`config.mk`:
```
export PLATFORM = sky130hd
export DESIGN_NAME = uvsg_div
export DESIGN_NICKNAME = d
export VERILOG_FILES = /design/src/hw/rtl/assert_macros.svh /design/src/hw/rtl/uvsg_pkg.sv /design/src/hw/rtl/uvsg_div.sv
export SDC_FILE = /design/constraint.sdc
export NUM_CORES = 1
export LEC_CHECK = 0
export BUFFER_PORTS_ARGS = -buffer_cell sky130_fd_sc_hd__buf_2
export CAP_MARGIN = 5
export CORE_MARGIN = 4
export CORE_UTILIZATION = 50
export DETAILED_ROUTE_END_ITERATION = 8
export PLACE_DENSITY_LB_ADDON = 0.2
export SLEW_MARGIN = 20
export SYNTH_ARGS = -nofsm -noshare
export SYNTH_HDL_FRONTEND = slang
export SYNTH_SLANG_ARGS = --single-unit
```
`constraint.sdc`:
```
create_clock -name clk -period 18.1 [get_ports clk]
set_clock_uncertainty 0.05 [all_clocks]
set_input_delay 3.62 -clock clk [delete_from_list [all_inputs] [get_ports clk]]
set_output_delay 3.62 -clock clk [all_outputs]
set_load 0.01 [all_outputs]
```
`src/hw/rtl/assert_macros.svh`:
```
// Assertion helpers included by the vertex generator core.
`ifndef ASSERT_MACROS_SVH
`define ASSERT_MACROS_SVH
`ifndef ASSERT_OFF
`define ASSERT_PROP(label, clk, rst_n, prop, msg) \
    label: assert property (@(posedge clk) disable iff (!rst_n) prop) else $error(msg);
`define ASSERT_NEVER(label, clk, rst_n, expr, msg) \
    label: assert property (@(posedge clk) disable iff (!rst_n) !(expr)) else $error(msg);
`else
`define ASSERT_PROP(label, clk, rst_n, prop, msg)
`define ASSERT_NEVER(label, clk, rst_n, expr, msg)
`endif
`endif

```
`src/hw/rtl/uvsg_pkg.sv`:
```
package uvsg_pkg;

    localparam logic [7:0] MAX_DIVISIONS = 8'd255;
    localparam int CORDIC_STEPS = 16;

    // angle divider: one integer bit plus FRAC_BITS fraction bits
    localparam int FRAC_BITS  = 32;
    localparam int DIV_BITS   = 4;
    localparam int DIV_STAGES = FRAC_BITS / DIV_BITS;

    localparam int CORDIC_LAT = CORDIC_STEPS + 1;
    localparam int MIX_LAT    = 4;
    localparam int SIDE_LEN   = DIV_STAGES + CORDIC_LAT + MIX_LAT;

    localparam logic signed [31:0] INV_GAIN_Q30 = 32'sd652032874;

    localparam logic [1:0] CFG_RADIUS   = 2'd0;
    localparam logic [1:0] CFG_RINGS    = 2'd1;
    localparam logic [1:0] CFG_SEGMENTS = 2'd2;

    typedef struct packed {
        logic [15:0] base;
        logic        last_ring;
        logic [16:0] tex_u;
        logic [16:0] tex_v;
    } side_t;

    // atan(2^-i) in 2^-32 turns
    function automatic logic signed [31:0] atan_turn(input int i);
        logic signed [31:0] a;
        case (i)
            0:  a = 32'sh20000000;
            1:  a = 32'sh12E4051D;
            2:  a = 32'sh09FB385B;
            3:  a = 32'sh051111D4;
            4:  a = 32'sh028B0D43;
            5:  a = 32'sh0145D7E1;
            6:  a = 32'sh00A2F61E;
            7:  a = 32'sh00517C55;
            8:  a = 32'sh0028BE53;
            9:  a = 32'sh00145F2E;
            10: a = 32'sh000A2F98;
            11: a = 32'sh000517CC;
            12: a = 32'sh00028BE6;
            13: a = 32'sh000145F3;
            14: a = 32'sh0000A2F9;
            15: a = 32'sh0000517C;
            16: a = 32'sh000028BE;
            17: a = 32'sh0000145F;
            18: a = 32'sh00000A2F;
            19: a = 32'sh00000517;
            20: a = 32'sh0000028B;
            21: a = 32'sh00000145;
            22: a = 32'sh000000A2;
            23: a = 32'sh00000051;
            default: a = 32'sh0;
        endcase
        return a;
    endfunction

    // round half up at bit s, then clamp to +-lim
    function automatic logic signed [63:0] rnd_sat(input logic signed [63:0] v,
                                                   input int s,
                                                   input logic signed [63:0] lim);
        logic signed [63:0] t;
        t = (v + (64'sd1 <<< (s - 1))) >>> s;
        if (t > lim)
            t = lim;
        else if (t < -lim)
            t = -lim;
        return t;
    endfunction

    function automatic logic [7:0] count_of(input logic [7:0] v);
        logic [7:0] c;
        if (v == 8'd0)
            c = 8'd1;
        else if (v > MAX_DIVISIONS)
            c = MAX_DIVISIONS;
        else
            c = v;
        return c;
    endfunction

endpackage

```
`src/hw/rtl/uvsg_div.sv`:
```
// Pipelined long division: quo = floor(num * 2^FRAC_BITS / den), num <= den.
module uvsg_div (
    input  logic        clk,
    input  logic        en,
    input  logic [7:0]  num,
    input  logic [7:0]  den,
    output logic [uvsg_pkg::FRAC_BITS:0] quo
);

    localparam int NB = uvsg_pkg::DIV_BITS;
    localparam int FB = uvsg_pkg::FRAC_BITS;
    localparam int NS = uvsg_pkg::DIV_STAGES;

    logic [7:0]  rem_reg [NS];
    logic [FB:0] quo_reg [NS];

    function automatic logic [NB+7:0] div_steps(input logic [7:0] rem,
                                                input logic [7:0] d);
        logic [8:0]    t;
        logic [7:0]    r;
        logic [NB-1:0] b;
        r = rem;
        b = '0;
        for (int k = 0; k < NB; k++)
        begin
            t = {r, 1'b0};
            if (t >= {1'b0, d})
            begin
                b[NB-1-k] = 1'b1;
                r = 8'(t - {1'b0, d});
            end
            else
            begin
                r = t[7:0];
            end
        end
        return {r, b};
    endfunction

    for (genvar s = 0; s < NS; s++)
    begin : g_stage
        logic [7:0]    rem_in;
        logic [FB:0]   quo_in;
        logic [NB+7:0] res;
        logic [FB:0]   quo_next;

        if (s == 0)
        begin : g_first
            always_comb
            begin
                quo_in = '0;
                quo_in[FB] = (num == den);
                rem_in = (num == den) ? 8'd0 : num;
            end
        end
        else
        begin : g_rest
            assign rem_in = rem_reg[s-1];
            assign quo_in = quo_reg[s-1];
        end

        always_comb
        begin
            res = div_steps(rem_in, den);
            quo_next = quo_in;
            quo_next[FB-1-s*NB -: NB] = res[NB-1:0];
        end

        always_ff @(posedge clk)
        begin
            if (en)
            begin
                rem_reg[s] <= res[NB+7:NB];
                quo_reg[s] <= quo_next;
            end
        end
    end

    assign quo = quo_reg[NS-1];

endmodule

```
==> results.yml <==
place:
  gp_congestion: 0.893
  dpl_worst_slack_ps: 4830
  dp.cells: 2412
  io_buffers: 50
  hpwl_um: 30700
drt:
  antenna_left: 0
  viasPerCell: 5.97
  drtIter0Drc: 954
  dr_total_vias: 14659
  wl_um: 43200
  wl_per_cell_um: 17.6
  drc: 0
  drt_first_pass_iters: 5
setup_path:
  r2r_end: "rem_reg[1][3]"
  cp_common_cell: "a21oi_1"
  reg2reg_from: "rem_reg[0][0]"
  critPathLaunchType: "input port"
  worstSetupPathType: "input port to register"
  endpoint_kind: "register"
  rrSetupSlack_ps: 8520
  worstPathMaxFanout: 38
  worstPathRequired_ps: 18330
  reg2regPathDepth: 33
  worstPathArrival_ps: 13100
  max_stage_delay_ps: 580
  cpMaxStageDelayCell: "nor2_1"
die:
  boundaryPins: 51
  die_area_um2: 40400
  coreArea_um2: 36700
  die_h_um: 201
  start_util: 0.508
  die_w_um: 201
  rows: 70
timing:
  rsz0062_at_grt: "no"
  finalHoldViolCount: 0
  setup_viol: 0
  maxClockFrequency_mhz: 77.7
  period_share: 0.711
  worst_slack_ps: 5230
  finalMaxSlewViolations: 0
  timing.final.crit_period_ps: 12870
  setup_tns_ps: 0
  tightest_slew_ps: 1030
  relSlewSlack: 0.312
cts:
  clock_path_buffers: 3
  cts_tree: "built"
  clk_pin_slew_ps: 60
  cts_buffers: 25
  cts_root_buf: "clkbuf_16"
  cts_setup_buffers: 0
  htree_levels: 1
  clock_sinks: 208
  clock_latency_ps: 530
  hold_buffers: 0
  ctsResizeCount: 0
run_status:
  status: "finished, final reports clean"
synthesis:
  avgSynthCellArea_um2: 9.76
  synth-edff-count: 208
  synthFlopType: "edfxtp_1"
  synthCells: 1909
  syn_area_um2: 18600
  yosys_warnings: 0
  synth_top_area_share: 0.335
  syn-num-nets: 2167
  yosysTopAreaCell: "edfxtp_1"
  synth.distinct_cells: 100
  ys_seq_area_frac: 0.335
  netlist_top_cells_area: "edfxtp_1, ha_1, xnor2_1, mux2_2, a21oi_1"
  async_flop_share: 0
  synth-seq-cells: 208
global_routing:
  grtUsageTotal: 0.209
  met2_usage: 0.358
  grt_pass1_vias: 14475
  top_usage_layer: "met2"
  grt_max_degree: 81
  grtUsageMet1: 0.279
  grt_antenna_before_repair: 0
  grt_first_pass_wirelength_um: 71700
  grt_util_met3: 0.0258
  grt_remaining_overflow: 0
hold_path:
  holdPathEnd: "quo_reg[1][85]"
  hold_start: "quo_reg[1][52]"
  min_path_cells: 0
  hold_path.class: "register to register"
cells_and_area:
  final_nets: 2229
  area_growth_pct: 8.54
  antenna_cells: 0
  num-fill-cells: 3185
  regArea_um2: 6250
  multi_input_area_um2: 11900
  largest_reg_flops: 152
  layout-drive-gt1-share: 0.120
  stdcell_count: 2456
flow_run:
  maxCapViolations: 0
[cell families (layout without fill, tap and decap cells)]
logic type                 after synthesis  after routing  share of synthesized area
muxes                                   93             93                     0.0551
buffers and inverters                  126            205                     0.0286
and+or+nand+nor                        561            561                      0.154
xor gates and xnor gates               141            141                     0.0663
DFF                                    208            208                      0.335
adders and majority gates              240            240                      0.164
AOI/OAI and AO/OA                      540            540                      0.197
[routing by layer]
layer	routed length [um]	share of wire	vias to the layer above
met5	0	0	-
met4	1030	0.024	0
met3	2230	0.052	79
met2	20500	0.47	312
met1	19400	0.45	6935
li1	-	-	7333
[area by class of cell]
class	instances	area share
clock buffers	28	0.0315
clock inverters	16	0.00606
inverters	89	0.0168
multi-input cells	1575	0.587
flip-flops and latches	208	0.309
well taps	468	0.0290
repair buffers	72	0.0210
[cell usage in the layout, fill, tap and decap left out, types with 14 or more instances in the layout]
cell       Yosys  final
o31ai_1       15     15
a21oi_1      129    129
edfxtp_1     208    208
mux2i_1       23     23
or2_2         16     16
nand3_1       20     20
a21o_1        47     47
buf_4          4     22
xor2_1        56     56
nor2_1       165    164
or3_1         18     18
nor2b_1       35     35
inv_1         79     78
o21ai_0      119    119
nand2b_1      41     41
and2_1        20     20
ha_1         232    232
o21a_1        51     51
nor3_1        54     54
a31oi_1       16     16
and4_1        14     14
buf_2          8     49
clkbuf_16      0     25
xnor2_1       85     85
nand2_1      118    118
mux2_2        60     60
[Yosys cell counts (10+ instances only)]
master and n:
ha_1 232, edfxtp_1 208, nor2_1 165, a21oi_1 129, o21ai_0 119, nand2_1 118, xnor2_1 85, inv_1 79
mux2_2 60, xor2_1 56, nor3_1 54, o21a_1 51, a21o_1 47, nand2b_1 41, nor2b_1 35, mux2i_1 23
and2_1 20, nand3_1 20, or3_1 18, clkbuf_1 17, a31oi_1 16, or2_2 16, o31ai_1 15, and4_1 14
and3_1 13, o221ai_1 13, o21bai_1 11, o31a_1 11, a221o_1 10, nand4_1 10, o211ai_1 10, o21ai_1 10
[stage by stage]
step | area, um^2 | hold slack, ps | utilization
after floorplan | 18600 | 350 | -
after global placement | 19500 | 351 | 0.530
after detailed placement | 19500 | 355 | 0.530
after CTS | 20200 | 364 | 0.551
after global routing | 20200 | 370 | 0.551
final | 20200 | 363 | 0.551
[worst max-delay path: cells and delay by family]
kind / cells / cell delay, ps
compound gates: 19 / 4940
simple gates: 8 / 1980
buf+inv: 4 / 1110
fa+ha+maj: 3 / 1010
mux: 1 / 430
[worst max-delay path by stage]
stage                     to   start
6_report       rem_reg[1][3]  den[0]
4_1_cts        rem_reg[1][3]  den[0]
3_5_place_dp   rem_reg[0][7]  den[0]
2_1_floorplan  rem_reg[3][2]  den[0]
3_3_place_gp   rem_reg[1][3]  den[0]
5_1_grt        rem_reg[0][7]  den[0]
Power is left out: the tool's default activity adds up to more than one toggle a clock period on the data nets, which glitch-free logic cannot reach.
