`config.mk`:
```
export PLATFORM = sky130hd
export DESIGN_NAME = uvsg_cordic
export DESIGN_NICKNAME = d
export VERILOG_FILES = /design/src/hw/rtl/assert_macros.svh /design/src/hw/rtl/uvsg_pkg.sv /design/src/hw/rtl/uvsg_cordic.sv
export SDC_FILE = /design/constraint.sdc
export NUM_CORES = 2
export LEC_CHECK = 0
export BUFFER_PORTS_ARGS = -buffer_cell sky130_fd_sc_hd__buf_2
export CAP_MARGIN = 20
export CORE_MARGIN = 10
export CORE_UTILIZATION = 45
export DETAILED_ROUTE_END_ITERATION = 10
export HOLD_SLACK_MARGIN = 0.05
export PLACE_DENSITY = 0.68
export SLEW_MARGIN = 25
export SYNTH_ARGS = -nofsm -noshare
export SYNTH_HDL_FRONTEND = slang
export SYNTH_SLANG_ARGS = --single-unit
export TNS_END_PERCENT = 1
```
`constraint.sdc`:
```
create_clock -name clk -period 5.65 [get_ports clk]
set_clock_uncertainty 0.05 [all_clocks]
set_input_delay 1.695 -clock clk [delete_from_list [all_inputs] [get_ports clk]]
set_output_delay 1.695 -clock clk [all_outputs]
set_load 0.1 [all_outputs]
```
`src/hw/rtl/assert_macros.svh`:
```
// Assertion helpers included by the vertex generator core.
`ifndef ASSERT_MACROS_SVH
`define ASSERT_MACROS_SVH
`ifndef ASSERT_OFF
`define ASSERT_PROP(label, clk, rst_n, prop, msg) \
    label: assert property (@(posedge clk) disable iff (!rst_n) prop) else $error(msg);
`define ASSERT_NEVER(label, clk, rst_n, expr, msg) \
    label: assert property (@(posedge clk) disable iff (!rst_n) !(expr)) else $error(msg);
`else
`define ASSERT_PROP(label, clk, rst_n, prop, msg)
`define ASSERT_NEVER(label, clk, rst_n, expr, msg)
`endif
`endif

```
`src/hw/rtl/uvsg_pkg.sv`:
```
package uvsg_pkg;

    localparam logic [7:0] MAX_DIVISIONS = 8'd255;
    localparam int CORDIC_STEPS = 16;

    // angle divider: one integer bit plus FRAC_BITS fraction bits
    localparam int FRAC_BITS  = 32;
    localparam int DIV_BITS   = 4;
    localparam int DIV_STAGES = FRAC_BITS / DIV_BITS;

    localparam int CORDIC_LAT = CORDIC_STEPS + 1;
    localparam int MIX_LAT    = 4;
    localparam int SIDE_LEN   = DIV_STAGES + CORDIC_LAT + MIX_LAT;

    localparam logic signed [31:0] INV_GAIN_Q30 = 32'sd652032874;

    localparam logic [1:0] CFG_RADIUS   = 2'd0;
    localparam logic [1:0] CFG_RINGS    = 2'd1;
    localparam logic [1:0] CFG_SEGMENTS = 2'd2;

    typedef struct packed {
        logic [15:0] base;
        logic        last_ring;
        logic [16:0] tex_u;
        logic [16:0] tex_v;
    } side_t;

    // atan(2^-i) in 2^-32 turns
    function automatic logic signed [31:0] atan_turn(input int i);
        logic signed [31:0] a;
        case (i)
            0:  a = 32'sh20000000;
            1:  a = 32'sh12E4051D;
            2:  a = 32'sh09FB385B;
            3:  a = 32'sh051111D4;
            4:  a = 32'sh028B0D43;
            5:  a = 32'sh0145D7E1;
            6:  a = 32'sh00A2F61E;
            7:  a = 32'sh00517C55;
            8:  a = 32'sh0028BE53;
            9:  a = 32'sh00145F2E;
            10: a = 32'sh000A2F98;
            11: a = 32'sh000517CC;
            12: a = 32'sh00028BE6;
            13: a = 32'sh000145F3;
            14: a = 32'sh0000A2F9;
            15: a = 32'sh0000517C;
            16: a = 32'sh000028BE;
            17: a = 32'sh0000145F;
            18: a = 32'sh00000A2F;
            19: a = 32'sh00000517;
            20: a = 32'sh0000028B;
            21: a = 32'sh00000145;
            22: a = 32'sh000000A2;
            23: a = 32'sh00000051;
            default: a = 32'sh0;
        endcase
        return a;
    endfunction

    // round half up at bit s, then clamp to +-lim
    function automatic logic signed [63:0] rnd_sat(input logic signed [63:0] v,
                                                   input int s,
                                                   input logic signed [63:0] lim);
        logic signed [63:0] t;
        t = (v + (64'sd1 <<< (s - 1))) >>> s;
        if (t > lim)
            t = lim;
        else if (t < -lim)
            t = -lim;
        return t;
    endfunction

    function automatic logic [7:0] count_of(input logic [7:0] v);
        logic [7:0] c;
        if (v == 8'd0)
            c = 8'd1;
        else if (v > MAX_DIVISIONS)
            c = MAX_DIVISIONS;
        else
            c = v;
        return c;
    endfunction

endpackage

```
`src/hw/rtl/uvsg_cordic.sv`:
```
// Rotation CORDIC, one micro-rotation per stage, quadrant folded in at the end.
module uvsg_cordic (
    input  logic               clk,
    input  logic               en,
    input  logic [31:0]        angle,
    output logic signed [31:0] sn,
    output logic signed [31:0] cs
);

    localparam int NS = uvsg_pkg::CORDIC_STEPS;

    logic signed [31:0] x_reg [NS];
    logic signed [31:0] y_reg [NS];
    logic signed [31:0] z_reg [NS];
    logic [1:0]         q_reg [NS];
    logic signed [31:0] sn_reg, cs_reg;

    for (genvar i = 0; i < NS; i++)
    begin : g_step
        logic signed [31:0] x_in, y_in, z_in;
        logic [1:0]         q_in;
        logic signed [31:0] x_next, y_next, z_next;

        if (i == 0)
        begin : g_first
            assign x_in = uvsg_pkg::INV_GAIN_Q30;
            assign y_in = '0;
            assign z_in = $signed({2'b00, angle[29:0]});
            assign q_in = angle[31:30];
        end
        else
        begin : g_rest
            assign x_in = x_reg[i-1];
            assign y_in = y_reg[i-1];
            assign z_in = z_reg[i-1];
            assign q_in = q_reg[i-1];
        end

        always_comb
        begin
            if (!z_in[31])
            begin
                x_next = x_in - (y_in >>> i);
                y_next = y_in + (x_in >>> i);
                z_next = z_in - uvsg_pkg::atan_turn(i);
            end
            else
            begin
                x_next = x_in + (y_in >>> i);
                y_next = y_in - (x_in >>> i);
                z_next = z_in + uvsg_pkg::atan_turn(i);
            end
        end

        always_ff @(posedge clk)
        begin
            if (en)
            begin
                x_reg[i] <= x_next;
                y_reg[i] <= y_next;
                z_reg[i] <= z_next;
                q_reg[i] <= q_in;
            end
        end
    end

    always_ff @(posedge clk)
    begin
        if (en)
        begin
            case (q_reg[NS-1])
                2'd0:
                begin
                    cs_reg <= x_reg[NS-1];
                    sn_reg <= y_reg[NS-1];
                end
                2'd1:
                begin
                    cs_reg <= -y_reg[NS-1];
                    sn_reg <= x_reg[NS-1];
                end
                2'd2:
                begin
                    cs_reg <= -x_reg[NS-1];
                    sn_reg <= -y_reg[NS-1];
                end
                default:
                begin
                    cs_reg <= y_reg[NS-1];
                    sn_reg <= -x_reg[NS-1];
                end
            endcase
        end
    end

    assign sn = sn_reg;
    assign cs = cs_reg;

endmodule

```
==> metrics.txt <==
# TYPE chip_impl_metric gauge
chip_impl_metric{name="final-setup-viol-count",unit=""} 0
chip_impl_info{name="rsz0062_at_grt",value="no"} 1
chip_impl_metric{name="synth_async_sr_flop_share",unit=""} 0
chip_impl_metric{name="std_cell_rows",unit=""} 189
chip_impl_metric{name="timing.final.crit_share",unit=""} 0.924
chip_impl_metric{name="hold_slack",unit="ns"} 0.341
chip_impl_metric{name="global_route_wire_length_before_repair",unit="µm"} 463000
chip_impl_metric{name="place.gp.congestion",unit=""} 0.917
chip_impl_metric{name="groute.usage.overall",unit=""} 0.192
chip_impl_metric{name="via_count_of_the_first_global_routing_pass",unit=""} 87800
chip_impl_metric{name="syn_to_final_growth",unit="%"} 8.91
chip_impl_metric{name="clkSinkCount",unit=""} 1439
chip_impl_metric{name="netlist_instances",unit=""} 12500
chip_impl_metric{name="routed_wirelength",unit="µm"} 287000
chip_impl_metric{name="grt_antenna_before_repair",unit=""} 2
chip_impl_metric{name="postSynthNetCount",unit=""} 13900
chip_impl_info{name="post-synth-top-area-cell",value="sky130_fd_sc_hd__edfxtp_1"} 1
chip_impl_metric{name="drt_pre_antenna_iters",unit=""} 6
chip_impl_metric{name="synth_edf_count",unit=""} 1439
chip_impl_metric{name="nFillCells",unit=""} 24300
chip_impl_metric{name="yosys_warnings",unit=""} 0
chip_impl_metric{name="drv.max_cap_violation_count",unit=""} 0
chip_impl_metric{name="core-area",unit="µm²"} 265000
chip_impl_metric{name="fin_util",unit=""} 0.492
chip_impl_metric{name="number_of_cts_inserted_buffers",unit=""} 173
chip_impl_metric{name="fin_tns_setup",unit="ns"} 0
chip_impl_metric{name="dr.first_iter.drc_count",unit=""} 6425
chip_impl_metric{name="numPortBuffers",unit=""} 97
chip_impl_metric{name="critical_path_peak_fanout",unit=""} 6
chip_impl_metric{name="post_synth_instance_area",unit="µm²"} 120000
chip_impl_info{name="hold_path.class",value="reg2reg"} 1
chip_impl_metric{name="htree_levels",unit=""} 4
chip_impl_metric{name="num-nets-final",unit=""} 14000
chip_impl_metric{name="drc",unit=""} 0
chip_impl_metric{name="grt-ovfl-total",unit=""} 0
chip_impl_metric{name="layout-drive-gt1-share",unit=""} 0.0476
chip_impl_info{name="critPathCaptureType",value="flip-flop"} 1
chip_impl_metric{name="worst_setup_hold_path_clk_slew",unit="ns"} 0.06
chip_impl_metric{name="worst-endpoint-required",unit="ns"} 6.26
chip_impl_metric{name="detailed_route_via_count",unit=""} 92500
chip_impl_metric{name="area_occupied_by_multi_input_gates",unit="µm²"} 73800
chip_impl_metric{name="cts_hold_buf",unit=""} 0
chip_impl_metric{name="max-clock-path-buffers",unit=""} 4
chip_impl_info{name="synth_flop_cell",value="sky130_fd_sc_hd__edfxtp_1"} 1
chip_impl_info{name="tritoncts",value="done"} 1
chip_impl_metric{name="worst_slew_margin_rel",unit=""} 0.356
chip_impl_metric{name="yosysSeqAreaShare",unit=""} 0.361
chip_impl_metric{name="clkLatencyLatePin",unit="ns"} 0.86
chip_impl_metric{name="period_minus_slack",unit="ns"} 5.22
chip_impl_metric{name="slew_violations",unit=""} 0
chip_impl_info{name="root_buffer",value="sky130_fd_sc_hd__clkbuf_16"} 1
chip_impl_metric{name="synth_top_area_frac",unit=""} 0.361
chip_impl_metric{name="yosys.cell_types.count",unit=""} 102
chip_impl_metric{name="area.sequential",unit="µm²"} 43200
chip_impl_info{name="layout_common_cells",value="1,439 x sky130_fd_sc_hd__edfxtp_1, 1,402 x sky130_fd_sc_hd__a21oi_1, 1,365 x sky130_fd_sc_hd__ha_1"} 1
chip_impl_metric{name="max_slew.worst_pin.slew",unit="ns"} 0.953
chip_impl_metric{name="worst-r2r-setup-slack",unit="ns"} 0.43
chip_impl_info{name="layout.cells.most_common",value="sky130_fd_sc_hd__edfxtp_1"} 1
chip_impl_metric{name="floorplan.die.height",unit="µm"} 536
chip_impl_metric{name="hpwlAfterDp",unit="µm"} 224000
chip_impl_metric{name="postRouteAntennaNets",unit=""} 0
chip_impl_metric{name="average_cell_area_after_synthesis",unit="µm²"} 9.62
chip_impl_metric{name="hold_viol_final",unit=""} 0
chip_impl_metric{name="postSynthRegisterBits",unit=""} 1439
chip_impl_metric{name="drt-wirelength-per-cell",unit="µm"} 17.7
chip_impl_info{name="worst-setup-path-type",value="reg2reg"} 1
chip_impl_info{name="timing.critical_path.from_type",value="flip-flop"} 1
chip_impl_metric{name="viasPerCell",unit=""} 5.69
chip_impl_metric{name="floorplan.io_pins",unit=""} 98
chip_impl_metric{name="achievable-frequency",unit="GHz"} 0.191
chip_impl_metric{name="chipWidth",unit="µm"} 536
chip_impl_info{name="run_status",value="complete, no violations"} 1
chip_impl_metric{name="largest_net_degree_at_the_start_of_global_routing",unit=""} 161
chip_impl_info{name="yosys-top-cells-area",value="sky130_fd_sc_hd__edfxtp_1 36%, sky130_fd_sc_hd__ha_1 14%, sky130_fd_sc_hd__xnor2_1 8.1%"} 1
chip_impl_metric{name="floorplan.die_area",unit="µm²"} 287000
chip_impl_metric{name="start_util",unit=""} 0.452
chip_impl_metric{name="largest_reg_flops",unit=""} 449
chip_impl_metric{name="crit_arrival",unit="ns"} 5.83
worst paths after layout:
path         cells past startpoint         start       endpoint
max reg2reg                     19  y_reg[1][76]  x_reg[1][127]
min                              0   q_reg[4][1]    q_reg[4][3]
max                             19  y_reg[1][76]  x_reg[1][127]
min reg2reg                      0   q_reg[4][1]    q_reg[4][3]
through the flow:
step | std cells | setup WS (ns) | instance area, µm²
floorplan | 12500 | 0.845 | 120000
global placement | 15900 | 0.448 | 125000
detailed placement | 15900 | 0.449 | 125000
CTS | 16200 | 0.414 | 130000
global route | 16200 | 0.0657 | 130000
finish | 16200 | 0.428 | 130000
critical path, stage by stage (launching register included):
cell	delay, ns
sky130_fd_sc_hd__edfxtp_1	0.44
sky130_fd_sc_hd__inv_1	0.10
sky130_fd_sc_hd__ha_1	0.16
sky130_fd_sc_hd__nand2b_1	0.07
sky130_fd_sc_hd__or4_1	0.45
sky130_fd_sc_hd__nor4_1	0.62
sky130_fd_sc_hd__and3b_1	0.32
sky130_fd_sc_hd__a21oi_1	0.17
sky130_fd_sc_hd__xor2_1	0.22
sky130_fd_sc_hd__ha_1	0.38
sky130_fd_sc_hd__a21o_1	0.19
sky130_fd_sc_hd__a21o_1	0.17
sky130_fd_sc_hd__a21o_1	0.19
sky130_fd_sc_hd__a21o_1	0.18
sky130_fd_sc_hd__a21oi_1	0.15
sky130_fd_sc_hd__nor2_1	0.06
sky130_fd_sc_hd__nor4_1	0.47
sky130_fd_sc_hd__o21ai_1	0.16
sky130_fd_sc_hd__or4_1	0.41
sky130_fd_sc_hd__nand3_1	0.09
metal layers:
layer / global-route usage / routed length (µm)
met1: 0.246 / 126000
met3: 0.0197 / 12200
met2: 0.337 / 138000
met5: 0 / 0
met4: 0.0687 / 10600
cells in the mapped netlist, types with 38 or more instances:
cell type                     n
sky130_fd_sc_hd__o41ai_1     50
sky130_fd_sc_hd__edfxtp_1  1439
sky130_fd_sc_hd__a211oi_1   100
sky130_fd_sc_hd__o211ai_1    59
sky130_fd_sc_hd__or3_1       74
sky130_fd_sc_hd__nand2b_1   174
sky130_fd_sc_hd__and3_1     106
sky130_fd_sc_hd__or4_1       40
sky130_fd_sc_hd__o21bai_1   141
sky130_fd_sc_hd__a21o_1     627
sky130_fd_sc_hd__mux2i_1     54
sky130_fd_sc_hd__a211o_1     39
sky130_fd_sc_hd__ha_1      1365
sky130_fd_sc_hd__clkbuf_1   205
sky130_fd_sc_hd__o21a_1     152
sky130_fd_sc_hd__xnor2_1   1107
sky130_fd_sc_hd__xor2_1     651
sky130_fd_sc_hd__nor3_1     288
sky130_fd_sc_hd__nand4_1    118
sky130_fd_sc_hd__nor2b_1    182
sky130_fd_sc_hd__mux2_2      50
sky130_fd_sc_hd__nand3_1    193
sky130_fd_sc_hd__a21oi_1   1402
sky130_fd_sc_hd__nor4_1      98
sky130_fd_sc_hd__a31oi_1    134
sky130_fd_sc_hd__buf_1       48
sky130_fd_sc_hd__o21ai_1    171
sky130_fd_sc_hd__and2_1      59
sky130_fd_sc_hd__fa_1        38
sky130_fd_sc_hd__nand2_1    678
sky130_fd_sc_hd__o31ai_1     64
sky130_fd_sc_hd__nor2_1    1012
sky130_fd_sc_hd__o21ai_0    501
sky130_fd_sc_hd__inv_1      480
what timing repair did:
action,4_1_cts,5_1_grt
setup buffers,0,0
setup endpoints to repair,0,2
gates resized for setup,0,2
cell type report:
type,count,share of cell area
multi-input cells,10300,0.566
flip-flops and latches,1439,0.331
repair buffers,203,0.0109
clock inverters,122,0.00981
diodes,1,0.0000192
well taps,3533,0.0339
clock buffers,190,0.0343
inverters,486,0.0140
logic make-up (layout without fill, tap and decap cells):
family | count (synthesis) | in the layout | share of synthesized area
XOR/XNOR | 1760 | 1760 | 0.129
buffers and inverters | 740 | 1001 | 0.0232
AND/OR/NAND/NOR | 3193 | 3193 | 0.129
multiplexers | 107 | 107 | 0.00971
AO/OA/AOI/OAI | 3807 | 3807 | 0.199
flip-flops | 1439 | 1439 | 0.361
other | 1 | 2 | 0.0000313
adder cells (fa/ha/maj) | 1403 | 1403 | 0.149
Power is left out: the tool's default activity adds up to more than one toggle a clock period on the data nets, which glitch-free logic cannot reach.
